$ cat src/rtl/smc_pkg.sv
// shared types, opcodes and constants of the stack machine core
// used by every module of the block but smc_ram; depends on nothing
package smc_pkg;

  localparam int unsigned MemWordsDef = 4096;
  localparam int unsigned WordW       = 32;
  localparam int unsigned AddrInW     = 12;
  localparam int unsigned ErrW        = 7;
  localparam int unsigned BodyW       = 30;
  localparam int unsigned IdxW        = 3;

  // request kinds
  localparam logic [1:0] CMD_LOAD  = 2'd0;
  localparam logic [1:0] CMD_START = 2'd1;
  localparam logic [1:0] CMD_STEP  = 2'd2;
  localparam logic [1:0] CMD_READ  = 2'd3;

  // instruction headers
  localparam logic [1:0] HDR_PRIM = 2'd1;
  localparam logic [1:0] HDR_SKIP = 2'd3;

  // error codes
  localparam logic [ErrW-1:0] ERR_DIV0  = 7'd64;
  localparam logic [ErrW-1:0] ERR_UNDEF = 7'd66;

  // primitives
  localparam logic [BodyW-1:0] OP_HALT    = 30'd0;
  localparam logic [BodyW-1:0] OP_DUPL    = 30'd27;
  localparam logic [BodyW-1:0] OP_T2A     = 30'd28;
  localparam logic [BodyW-1:0] OP_A2T     = 30'd29;
  localparam logic [BodyW-1:0] OP_PUSH    = 30'd30;
  localparam logic [BodyW-1:0] OP_POP     = 30'd31;
  localparam logic [BodyW-1:0] OP_ADD     = 30'd32;
  localparam logic [BodyW-1:0] OP_SUB     = 30'd33;
  localparam logic [BodyW-1:0] OP_MUL     = 30'd34;
  localparam logic [BodyW-1:0] OP_DIV     = 30'd35;
  localparam logic [BodyW-1:0] OP_MOD     = 30'd36;
  localparam logic [BodyW-1:0] OP_AND     = 30'd37;
  localparam logic [BodyW-1:0] OP_OR      = 30'd38;
  localparam logic [BodyW-1:0] OP_XOR     = 30'd39;
  localparam logic [BodyW-1:0] OP_NOT     = 30'd40;
  localparam logic [BodyW-1:0] OP_SHL     = 30'd41;
  localparam logic [BodyW-1:0] OP_SHR     = 30'd42;
  localparam logic [BodyW-1:0] OP_EQ      = 30'd43;
  localparam logic [BodyW-1:0] OP_LT      = 30'd44;
  localparam logic [BodyW-1:0] OP_GT      = 30'd45;
  localparam logic [BodyW-1:0] OP_TRACE   = 30'd128;
  localparam logic [BodyW-1:0] OP_GOTO    = 30'd129;
  localparam logic [BodyW-1:0] OP_TEST    = 30'd130;
  localparam logic [BodyW-1:0] OP_HANDLED = 30'd131;
  localparam logic [BodyW-1:0] OP_HANDLE  = 30'd132;
  localparam logic [BodyW-1:0] OP_HANDLER = 30'd133;
  localparam logic [BodyW-1:0] OP_BIAS    = 30'd134;
  localparam logic [BodyW-1:0] OP_ERR     = 30'd135;
  localparam logic [BodyW-1:0] OP_STAY    = 30'd255;
  localparam logic [BodyW-1:0] OP_FETCH   = 30'd256;
  localparam logic [BodyW-1:0] OP_WRITE   = 30'd257;

  // memory address sources
  typedef enum logic [3:0] {
    A_IN, A_PC, A_SP, A_SP1, A_ACC, A_BACC, A_NIDX, A_T1, A_ERR
  } asel_e;

  // memory write data sources
  typedef enum logic [2:0] {
    W_IN, W_T, W_ACC, W_ZERO, W_SAVE
  } wsel_e;

  // register operations of the datapath
  typedef enum logic [4:0] {
    RO_NONE, RO_LATCH, RO_START, RO_PC_INC, RO_INS, RO_HDR, RO_T, RO_N, RO_RD,
    RO_TOP, RO_ALU, RO_MUL, RO_DIV_GO, RO_DIV_END, RO_R131, RO_NBIAS, RO_ENTER,
    RO_ACC_RD, RO_OUT
  } rop_e;

  typedef struct packed {
    logic            mem_go;
    logic            mem_we;
    asel_e           asel;
    wsel_e           wsel;
    rop_e            rop;
    logic [IdxW-1:0] idx;
  } smc_cmd_t;

  typedef struct packed {
    logic             clr_done;
    logic [1:0]       in_cmd;
    logic             halt;
    logic             err_nz;
    logic [1:0]       hdr;
    logic [BodyW-1:0] op;
    logic             t_zero;
    logic             n_zero;
    logic             rd_zero;
    logic             div_done;
  } smc_stat_t;

  // primitives that read the top of stack first
  function automatic logic op_needs_top(input logic [BodyW-1:0] op);
    logic r;
    r = 1'b0;
    if (op == OP_DUPL || op == OP_TEST || op == OP_HANDLER || op == OP_WRITE) r = 1'b1;
    if (op >= OP_POP && op <= OP_GT && op != OP_NOT) r = 1'b1;
    return r;
  endfunction

endpackage

$ cat src/rtl/smc_ctrl.sv
// controller: sequences each request through memory accesses and datapath operations
// depends on smc_pkg
module smc_ctrl import smc_pkg::*; (
  input  logic      clk_i,
  input  logic      rst_ni,
  input  logic      in_valid_i,
  output logic      in_ready_o,
  output logic      out_valid_o,
  input  logic      out_ready_i,
  input  smc_stat_t stat_i,
  output smc_cmd_t  cmd_o
);

  localparam logic [4:0] S_CLEAR = 5'd0,  S_IDLE  = 5'd1,  S_DISP  = 5'd2,  S_MWAIT = 5'd3;
  localparam logic [4:0] S_RDCAP = 5'd4,  S_FETCH = 5'd5,  S_DEC   = 5'd6,  S_EXEC  = 5'd7;
  localparam logic [4:0] S_TCAP  = 5'd8,  S_OPT   = 5'd9,  S_W133  = 5'd10, S_MUL   = 5'd11;
  localparam logic [4:0] S_MUL2  = 5'd12, S_DIVW  = 5'd13, S_ACCRD = 5'd14, S_H131  = 5'd15;
  localparam logic [4:0] S_H131C = 5'd16, S_H131Z = 5'd17, S_CHK   = 5'd18, S_NCAP  = 5'd19;
  localparam logic [4:0] S_ENT0  = 5'd20, S_ENT1  = 5'd21, S_ENTW  = 5'd22, S_ENTN  = 5'd23;
  localparam logic [4:0] S_TOPRD = 5'd24, S_TOPC  = 5'd25, S_OUT   = 5'd26;

  logic [4:0]      state_q, state_d, ret_q, ret_d, after_ent;
  logic            wcnt_q, wcnt_d, from_chk_q, from_chk_d, ov_q, ov_d;
  logic [IdxW-1:0] idx_q, idx_d;

  assign in_ready_o  = (state_q == S_IDLE);
  assign out_valid_o = ov_q;
  assign after_ent   = from_chk_q ? S_TOPRD : S_CHK;

  always_comb begin
    state_d = state_q; ret_d = ret_q; wcnt_d = wcnt_q;
    from_chk_d = from_chk_q; idx_d = idx_q;
    ov_d = ov_q & ~out_ready_i;
    cmd_o = '{mem_go: 1'b0, mem_we: 1'b0, asel: A_IN, wsel: W_ZERO, rop: RO_NONE, idx: idx_q};

    unique case (state_q)
      S_CLEAR: if (stat_i.clr_done) state_d = S_IDLE;
      S_IDLE: begin
        if (in_valid_i) begin
          cmd_o.rop = RO_LATCH;
          state_d = S_DISP;
        end
      end
      S_DISP: begin
        unique case (stat_i.in_cmd)
          CMD_LOAD: begin
            cmd_o.mem_go = 1'b1; cmd_o.mem_we = 1'b1; cmd_o.asel = A_IN; cmd_o.wsel = W_IN;
            ret_d = S_TOPRD; state_d = S_MWAIT;
          end
          CMD_START: begin
            cmd_o.rop = RO_START; state_d = S_TOPRD;
          end
          CMD_READ: begin
            cmd_o.mem_go = 1'b1; cmd_o.asel = A_IN;
            ret_d = S_RDCAP; state_d = S_MWAIT;
          end
          default: begin
            if (stat_i.halt) state_d = S_TOPRD;
            else begin
              cmd_o.rop = RO_PC_INC; state_d = S_FETCH;
            end
          end
        endcase
        wcnt_d = 1'b0;
      end
      // memory pipeline latency before the read word shows up
      S_MWAIT: begin
        wcnt_d = 1'b1;
        if (wcnt_q) state_d = ret_q;
      end
      S_RDCAP: begin
        cmd_o.rop = RO_RD; state_d = S_TOPRD;
      end
      S_FETCH: begin
        cmd_o.mem_go = 1'b1; cmd_o.asel = A_PC;
        ret_d = S_DEC; wcnt_d = 1'b0; state_d = S_MWAIT;
      end
      S_DEC: begin
        cmd_o.rop = RO_INS; state_d = S_EXEC;
      end
      S_EXEC: begin
        wcnt_d = 1'b0;
        if (stat_i.hdr != HDR_PRIM) begin
          cmd_o.rop = RO_HDR; state_d = S_CHK;
        end else if (op_needs_top(stat_i.op)) begin
          cmd_o.mem_go = 1'b1; cmd_o.asel = A_SP;
          ret_d = S_TCAP; state_d = S_MWAIT;
        end else if (stat_i.op == OP_PUSH) begin
          cmd_o.mem_go = 1'b1; cmd_o.mem_we = 1'b1; cmd_o.asel = A_SP1; cmd_o.wsel = W_ACC;
          cmd_o.rop = RO_ALU; ret_d = S_CHK; state_d = S_MWAIT;
        end else if (stat_i.op == OP_FETCH) begin
          cmd_o.mem_go = 1'b1; cmd_o.asel = A_BACC;
          ret_d = S_ACCRD; state_d = S_MWAIT;
        end else if (stat_i.op == OP_HANDLED) begin
          cmd_o.rop = RO_NBIAS; idx_d = 3'd6; state_d = S_H131;
        end else if (stat_i.op == OP_HANDLE) begin
          cmd_o.mem_go = 1'b1; cmd_o.asel = A_ACC;
          from_chk_d = 1'b0; ret_d = S_NCAP; state_d = S_MWAIT;
        end else begin
          cmd_o.rop = RO_ALU; state_d = S_CHK;
        end
      end
      S_TCAP: begin
        cmd_o.rop = RO_T; state_d = S_OPT;
      end
      S_OPT: begin
        wcnt_d = 1'b0;
        if (stat_i.op == OP_DUPL) begin
          cmd_o.mem_go = 1'b1; cmd_o.mem_we = 1'b1; cmd_o.asel = A_SP1; cmd_o.wsel = W_T;
          cmd_o.rop = RO_ALU; ret_d = S_CHK; state_d = S_MWAIT;
        end else if (stat_i.op == OP_MUL) begin
          state_d = S_MUL;
        end else if ((stat_i.op == OP_DIV || stat_i.op == OP_MOD) && !stat_i.t_zero) begin
          cmd_o.rop = RO_DIV_GO; state_d = S_DIVW;
        end else if (stat_i.op == OP_HANDLER) begin
          cmd_o.mem_go = 1'b1; cmd_o.mem_we = 1'b1; cmd_o.asel = A_ACC; cmd_o.wsel = W_T;
          cmd_o.rop = RO_ALU; ret_d = S_W133; state_d = S_MWAIT;
        end else if (stat_i.op == OP_WRITE) begin
          cmd_o.mem_go = 1'b1; cmd_o.mem_we = 1'b1; cmd_o.asel = A_BACC; cmd_o.wsel = W_T;
          cmd_o.rop = RO_ALU; ret_d = S_CHK; state_d = S_MWAIT;
        end else begin
          cmd_o.rop = RO_ALU; state_d = S_CHK;
        end
      end
      S_W133: begin
        cmd_o.mem_go = 1'b1; cmd_o.mem_we = 1'b1; cmd_o.asel = A_T1; cmd_o.wsel = W_ZERO;
        wcnt_d = 1'b0; ret_d = S_CHK; state_d = S_MWAIT;
      end
      S_MUL:  state_d = S_MUL2;
      S_MUL2: begin
        cmd_o.rop = RO_MUL; state_d = S_CHK;
      end
      S_DIVW: begin
        if (stat_i.div_done) begin
          cmd_o.rop = RO_DIV_END; state_d = S_CHK;
        end
      end
      S_ACCRD: begin
        cmd_o.rop = RO_ACC_RD; state_d = S_CHK;
      end
      // restore the saved registers from the handler frame, top slot first, then clear the enable word
      S_H131: begin
        cmd_o.mem_go = 1'b1; cmd_o.asel = A_NIDX;
        wcnt_d = 1'b0; ret_d = S_H131C; state_d = S_MWAIT;
      end
      S_H131C: begin
        cmd_o.rop = RO_R131;
        if (idx_q == 3'd2) begin
          idx_d = 3'd1; state_d = S_H131Z;
        end else begin
          idx_d = idx_q - 3'd1; state_d = S_H131;
        end
      end
      S_H131Z: begin
        cmd_o.mem_go = 1'b1; cmd_o.mem_we = 1'b1; cmd_o.asel = A_NIDX; cmd_o.wsel = W_ZERO;
        wcnt_d = 1'b0; ret_d = S_CHK; state_d = S_MWAIT;
      end
      S_CHK: begin
        wcnt_d = 1'b0;
        if (stat_i.err_nz) begin
          cmd_o.mem_go = 1'b1; cmd_o.asel = A_ERR;
          from_chk_d = 1'b1; ret_d = S_NCAP; state_d = S_MWAIT;
        end else begin
          state_d = S_TOPRD;
        end
      end
      S_NCAP: begin
        cmd_o.rop = RO_N; idx_d = 3'd1; state_d = S_ENT0;
      end
      S_ENT0: begin
        wcnt_d = 1'b0;
        if (stat_i.n_zero) state_d = after_ent;
        else begin
          cmd_o.mem_go = 1'b1; cmd_o.asel = A_NIDX;
          ret_d = S_ENT1; state_d = S_MWAIT;
        end
      end
      // enable word must be clear to enter
      S_ENT1: state_d = stat_i.rd_zero ? S_ENTW : after_ent;
      S_ENTW: begin
        cmd_o.mem_go = 1'b1; cmd_o.mem_we = 1'b1; cmd_o.asel = A_NIDX; cmd_o.wsel = W_SAVE;
        wcnt_d = 1'b0; ret_d = S_ENTN; state_d = S_MWAIT;
      end
      S_ENTN: begin
        if (idx_q == 3'd6) begin
          cmd_o.rop = RO_ENTER; state_d = after_ent;
        end else begin
          idx_d = idx_q + 3'd1; state_d = S_ENTW;
        end
      end
      S_TOPRD: begin
        cmd_o.mem_go = 1'b1; cmd_o.asel = A_SP;
        wcnt_d = 1'b0; ret_d = S_TOPC; state_d = S_MWAIT;
      end
      S_TOPC: begin
        cmd_o.rop = RO_TOP; state_d = S_OUT;
      end
      S_OUT: begin
        if (!ov_q || out_ready_i) begin
          cmd_o.rop = RO_OUT; ov_d = 1'b1; state_d = S_IDLE;
        end
      end
      default: state_d = S_IDLE;
    endcase
  end

  always_ff @(posedge clk_i or negedge rst_ni) begin
    if (!rst_ni) begin
      state_q <= S_CLEAR; ret_q <= S_IDLE; wcnt_q <= 1'b0;
      from_chk_q <= 1'b0; idx_q <= '0; ov_q <= 1'b0;
    end else begin
      state_q <= state_d; ret_q <= ret_d; wcnt_q <= wcnt_d;
      from_chk_q <= from_chk_d; idx_q <= idx_d; ov_q <= ov_d;
    end
  end

endmodule

$ cat config.mk
export PLATFORM = sky130hd
export DESIGN_NAME = smc_ctrl
export DESIGN_NICKNAME = d
export VERILOG_FILES = /design/src/rtl/smc_pkg.sv /design/src/rtl/smc_ctrl.sv
export SDC_FILE = /design/constraint.sdc
export NUM_CORES = 1
export LEC_CHECK = 0
export BUFFER_PORTS_ARGS = -buffer_cell sky130_fd_sc_hd__buf_2
export CORE_ASPECT_RATIO = 0.75
export CORE_UTILIZATION = 35
export DETAILED_ROUTE_END_ITERATION = 7
export PLACE_DENSITY = 0.66
export SETUP_SLACK_MARGIN = 0.02
export SYNTH_ARGS = -nofsm -noshare
export SYNTH_HDL_FRONTEND = slang
export SYNTH_SLANG_ARGS = --single-unit
export TNS_END_PERCENT = 10
$ cat constraint.sdc
create_clock -name clk_i -period 3.6 [get_ports clk_i]
set_input_delay 0.72 -clock clk_i [delete_from_list [all_inputs] [get_ports clk_i]]
set_output_delay 0.72 -clock clk_i [all_outputs]
set_load 0.03 [all_outputs]
==> results.tsv <==
stage	metric	value	unit
placement	Placed Area	3490	µm²
global_route	Congestion Overflow GR	0	
yosys	Synth warnings	0	
placement	placed insts	596	
sta	Pins Over Slew Limit	0	
layout	Inserted Diodes	0	
sta	endpoints failing setup	9	
detailed_routing	drt pass-1 iters	5	
sta	worst clock skew	0.00115	ns
floorplan	core area	7530	µm²
layout	Layout Cells excl Fill	601	
outcome	failing checks	negative setup slack	
yosys	post-synthesis sequential area ratio	14.3	%
sta	crit path time final	3.76	ns
placement	Port-buffer cells	63	
sta	period utilization	104	%
cts	htree depth	1	
min_path	worst min path class	in2async	
yosys	predominant post-synthesis flop cell	dfrtp_1	
critical_path	reg2reg start	state_q[1]	
cts	Post-CTS Hold Buffers	0	
cts	CTS tree	built	
placement	post-DP HPWL	9800	µm
detailed_routing	Post-DRT Antenna Nets	0	
global_route	largest net degree at the start of global routing	38	
yosys	asr flop ratio synth	100	%
yosys	dominant cells by area after synthesis	dfrtp_1 13%, o21ai_0 5.2%, a21oi_1 5.0%, nand2_1 5.0%, nor2_1 5.0%	
global_route	Total Routing Usage GR	28.8	%
cts	CTS Buf Count	3	
yosys	Post-synth EDFFs	0	
critical_path	RR Endpoint	ret_q[3]	
detailed_routing	Vias	3759	
placement	RD Place Congestion	1.03	
sta	RSZ-0062 raised after global routing	true	
cts	clock root cell	clkbuf_8	
layout	# nets final	553	
yosys	Mapped Avg Cell Area	6.73	µm²
detailed_routing	vias per cell	6.25	
detailed_routing	DR iter-0 viols	552	
critical_path	kind of critical path	in2out	
placement	Setup WS pre-CTS	-0.313	ns
detailed_routing	DRC Markers	0	
power_and_ir_drop	Pleak	1.50	nW
power_and_ir_drop	VDD IR max	0.393	mV
sta	final hold slack	0.375	ns
sta	Fin. Hold Viols	0	
critical_path	crit path launch type	input pin	
yosys	Post-Syn Instances	417	
detailed_routing	WL final	12200	µm
critical_path	Reg2Reg Depth	9	
floorplan	Row Count	27	
critical_path	Max FO, Critical Path	3	
job	maxcap violations	0	
floorplan	Die Width	105	µm
yosys	post-synth top area share	13.4	%
outcome	outcome	complete, but fails checks	
critical_path	nature of the critical path endpoint	output port	
yosys	synthesized cell area	2810	µm²
floorplan	Die Footprint	8380	µm²
detailed_routing	WL/cell	20.3	µm
sta	PnR worst setup slack	-0.158	ns
cts	clock sink count	16	
floorplan	I/O Pins	64	
layout	layout cells sized above 1	28.6	%
yosys	Post-synth top cells	37 x nand2_1, 37 x nor2_1, 29 x o21ai_0	
cts	CTS Buffer Depth	2	
layout	post-layout instance area	3670	µm²
floorplan	die height	79.5	µm
critical_path	slowest cell on the critical path	or4_4	
power_and_ir_drop	Power Dens Cells	663	nW/µm²
yosys	Post-Syn Nets	469	
sta	Fmax	266	MHz
critical_path	CP max stage delay	0.56	ns
sta	Worst slew margin	56.3	%
sta	Slew @ Worst Pin	0.655	ns
critical_path	critical-path cell list	buf_6 -> or4_4 -> or4_4 -> or3_4 -> nor2_4 -> a21oi_1 -> or3_1 -> buf_6	
layout	final core utilization	48.7	%
floorplan	Initial Util	37.2	%
global_route	first-pass GRT wire length	18600	µm
global_route	vias in the first global route	3368	
layout	area grow syn2layout	30.7	%
cts	worst skew pair latency	0.24	ns
yosys	Seq cells post-synth	16	
critical_path	Worst EP arrival	3.04	ns
global_route	initial antenna violation count	0	
yosys	synth unique cells	67	
critical_path	worst reg-to-reg setup slack	0.89	ns
cts	Reg clk slew, reported paths	0.06	ns
layout	Filler cells	762	
critical_path	CP required	2.88	ns
yosys	leading area contributor after synthesis	dfrtp_1	
## flip-flops by register name, indices dropped and copies added, names as in the netlist
signal,count
wcnt_q,1
ret_q,5
from_chk_q,1
out_valid_o,1
idx_q,3
state_q,5
## final cells by class
cell class	instances	area, µm²	share of cell area (%)
tap	101	126	3.45
inverter	15	56.3	1.54
sequential	16	402	11.0
multi-input combinational	357	2310	63.0
timing repair buffer	108	717	19.6
clock buffer	4	55.1	1.50
## timing repair
action,CTS,global route
hold endpoints to repair,0,0
setup endpoints to repair,11,11
resized for setup,27,4
buffers inserted,1,0
pin swaps,11,2
## per-stage QoR
stage               setup TNS [ns]  total power [mW]
global placement             -1.85              2.16
CTS                         -0.472              2.36
finish                      -0.652              2.43
global route                 -1.14              2.56
floorplan                   -0.516              1.53
detailed placement           -1.82              2.15
## cells in the final DEF, fill, tap and decap left out, types with 6 or more instances in the layout
cell type	synthesis	routed
a21oi_1	28	28
a31oi_1	11	11
buf_2	2	53
buf_4	0	47
buf_6	0	7
dfrtp_1	15	15
ha_1	7	7
inv_1	14	14
nand2_1	37	37
nand2b_1	18	18
nand3_1	23	20
nand4b_1	6	6
nor2_1	37	36
nor2b_1	18	18
nor3_1	14	14
nor4_1	8	6
o211ai_1	7	7
o21ai_0	29	28
o22ai_1	7	7
or3_1	11	11
## layer usage
layer  global-route usage [%]  share of wire (%)
met1                     43.7                 46
met2                     38.6                 39
met3                     8.65                 14
met4                     6.06                1.1
met5                        0                  0
## worst max-delay path: cells and delay by family
family                 cells  cell delay (ns)
buffers and inverters      2             0.24
and+or+nand+nor            5             2.01
AOI/OAI and AO/OA          1             0.07
## where the power goes
group	switching [mW]	total [mW]	internal, mW
Sequential	0.0759	0.330	0.254
Clock	0.0543	0.151	0.0968
Combinational	1.23	1.95	0.715
## logic make-up (layout without fill, tap and decap cells)
logic type / Yosys count / count (layout) / synth area share, %
DFF: 16 / 16 / 14.3
buffers and inverters: 44 / 127 / 5.98
AOI/OAI and AO/OA: 131 / 131 / 31.2
muxes: 7 / 7 / 3.26
xor gates and xnor gates: 1 / 1 / 0.312
and+or+nand+nor: 211 / 211 / 41.8
adders and majority gates: 7 / 7 / 3.12
## worst max-delay path by stage
stage                          start   endpoint  slack, ns  cells after the start
after floorplan           stat_i[20]   cmd_o[8]      -0.21                      7
after global placement    stat_i[20]   cmd_o[8]      -0.26                      8
after detailed placement  stat_i[20]  cmd_o[11]      -0.31                     11
after CTS                 stat_i[14]   cmd_o[8]      -0.13                      8
after global routing      stat_i[14]   cmd_o[8]      -0.20                      8
final                     stat_i[14]   cmd_o[8]      -0.16                      8
Note: power is estimated with default switching activity, not from simulation.
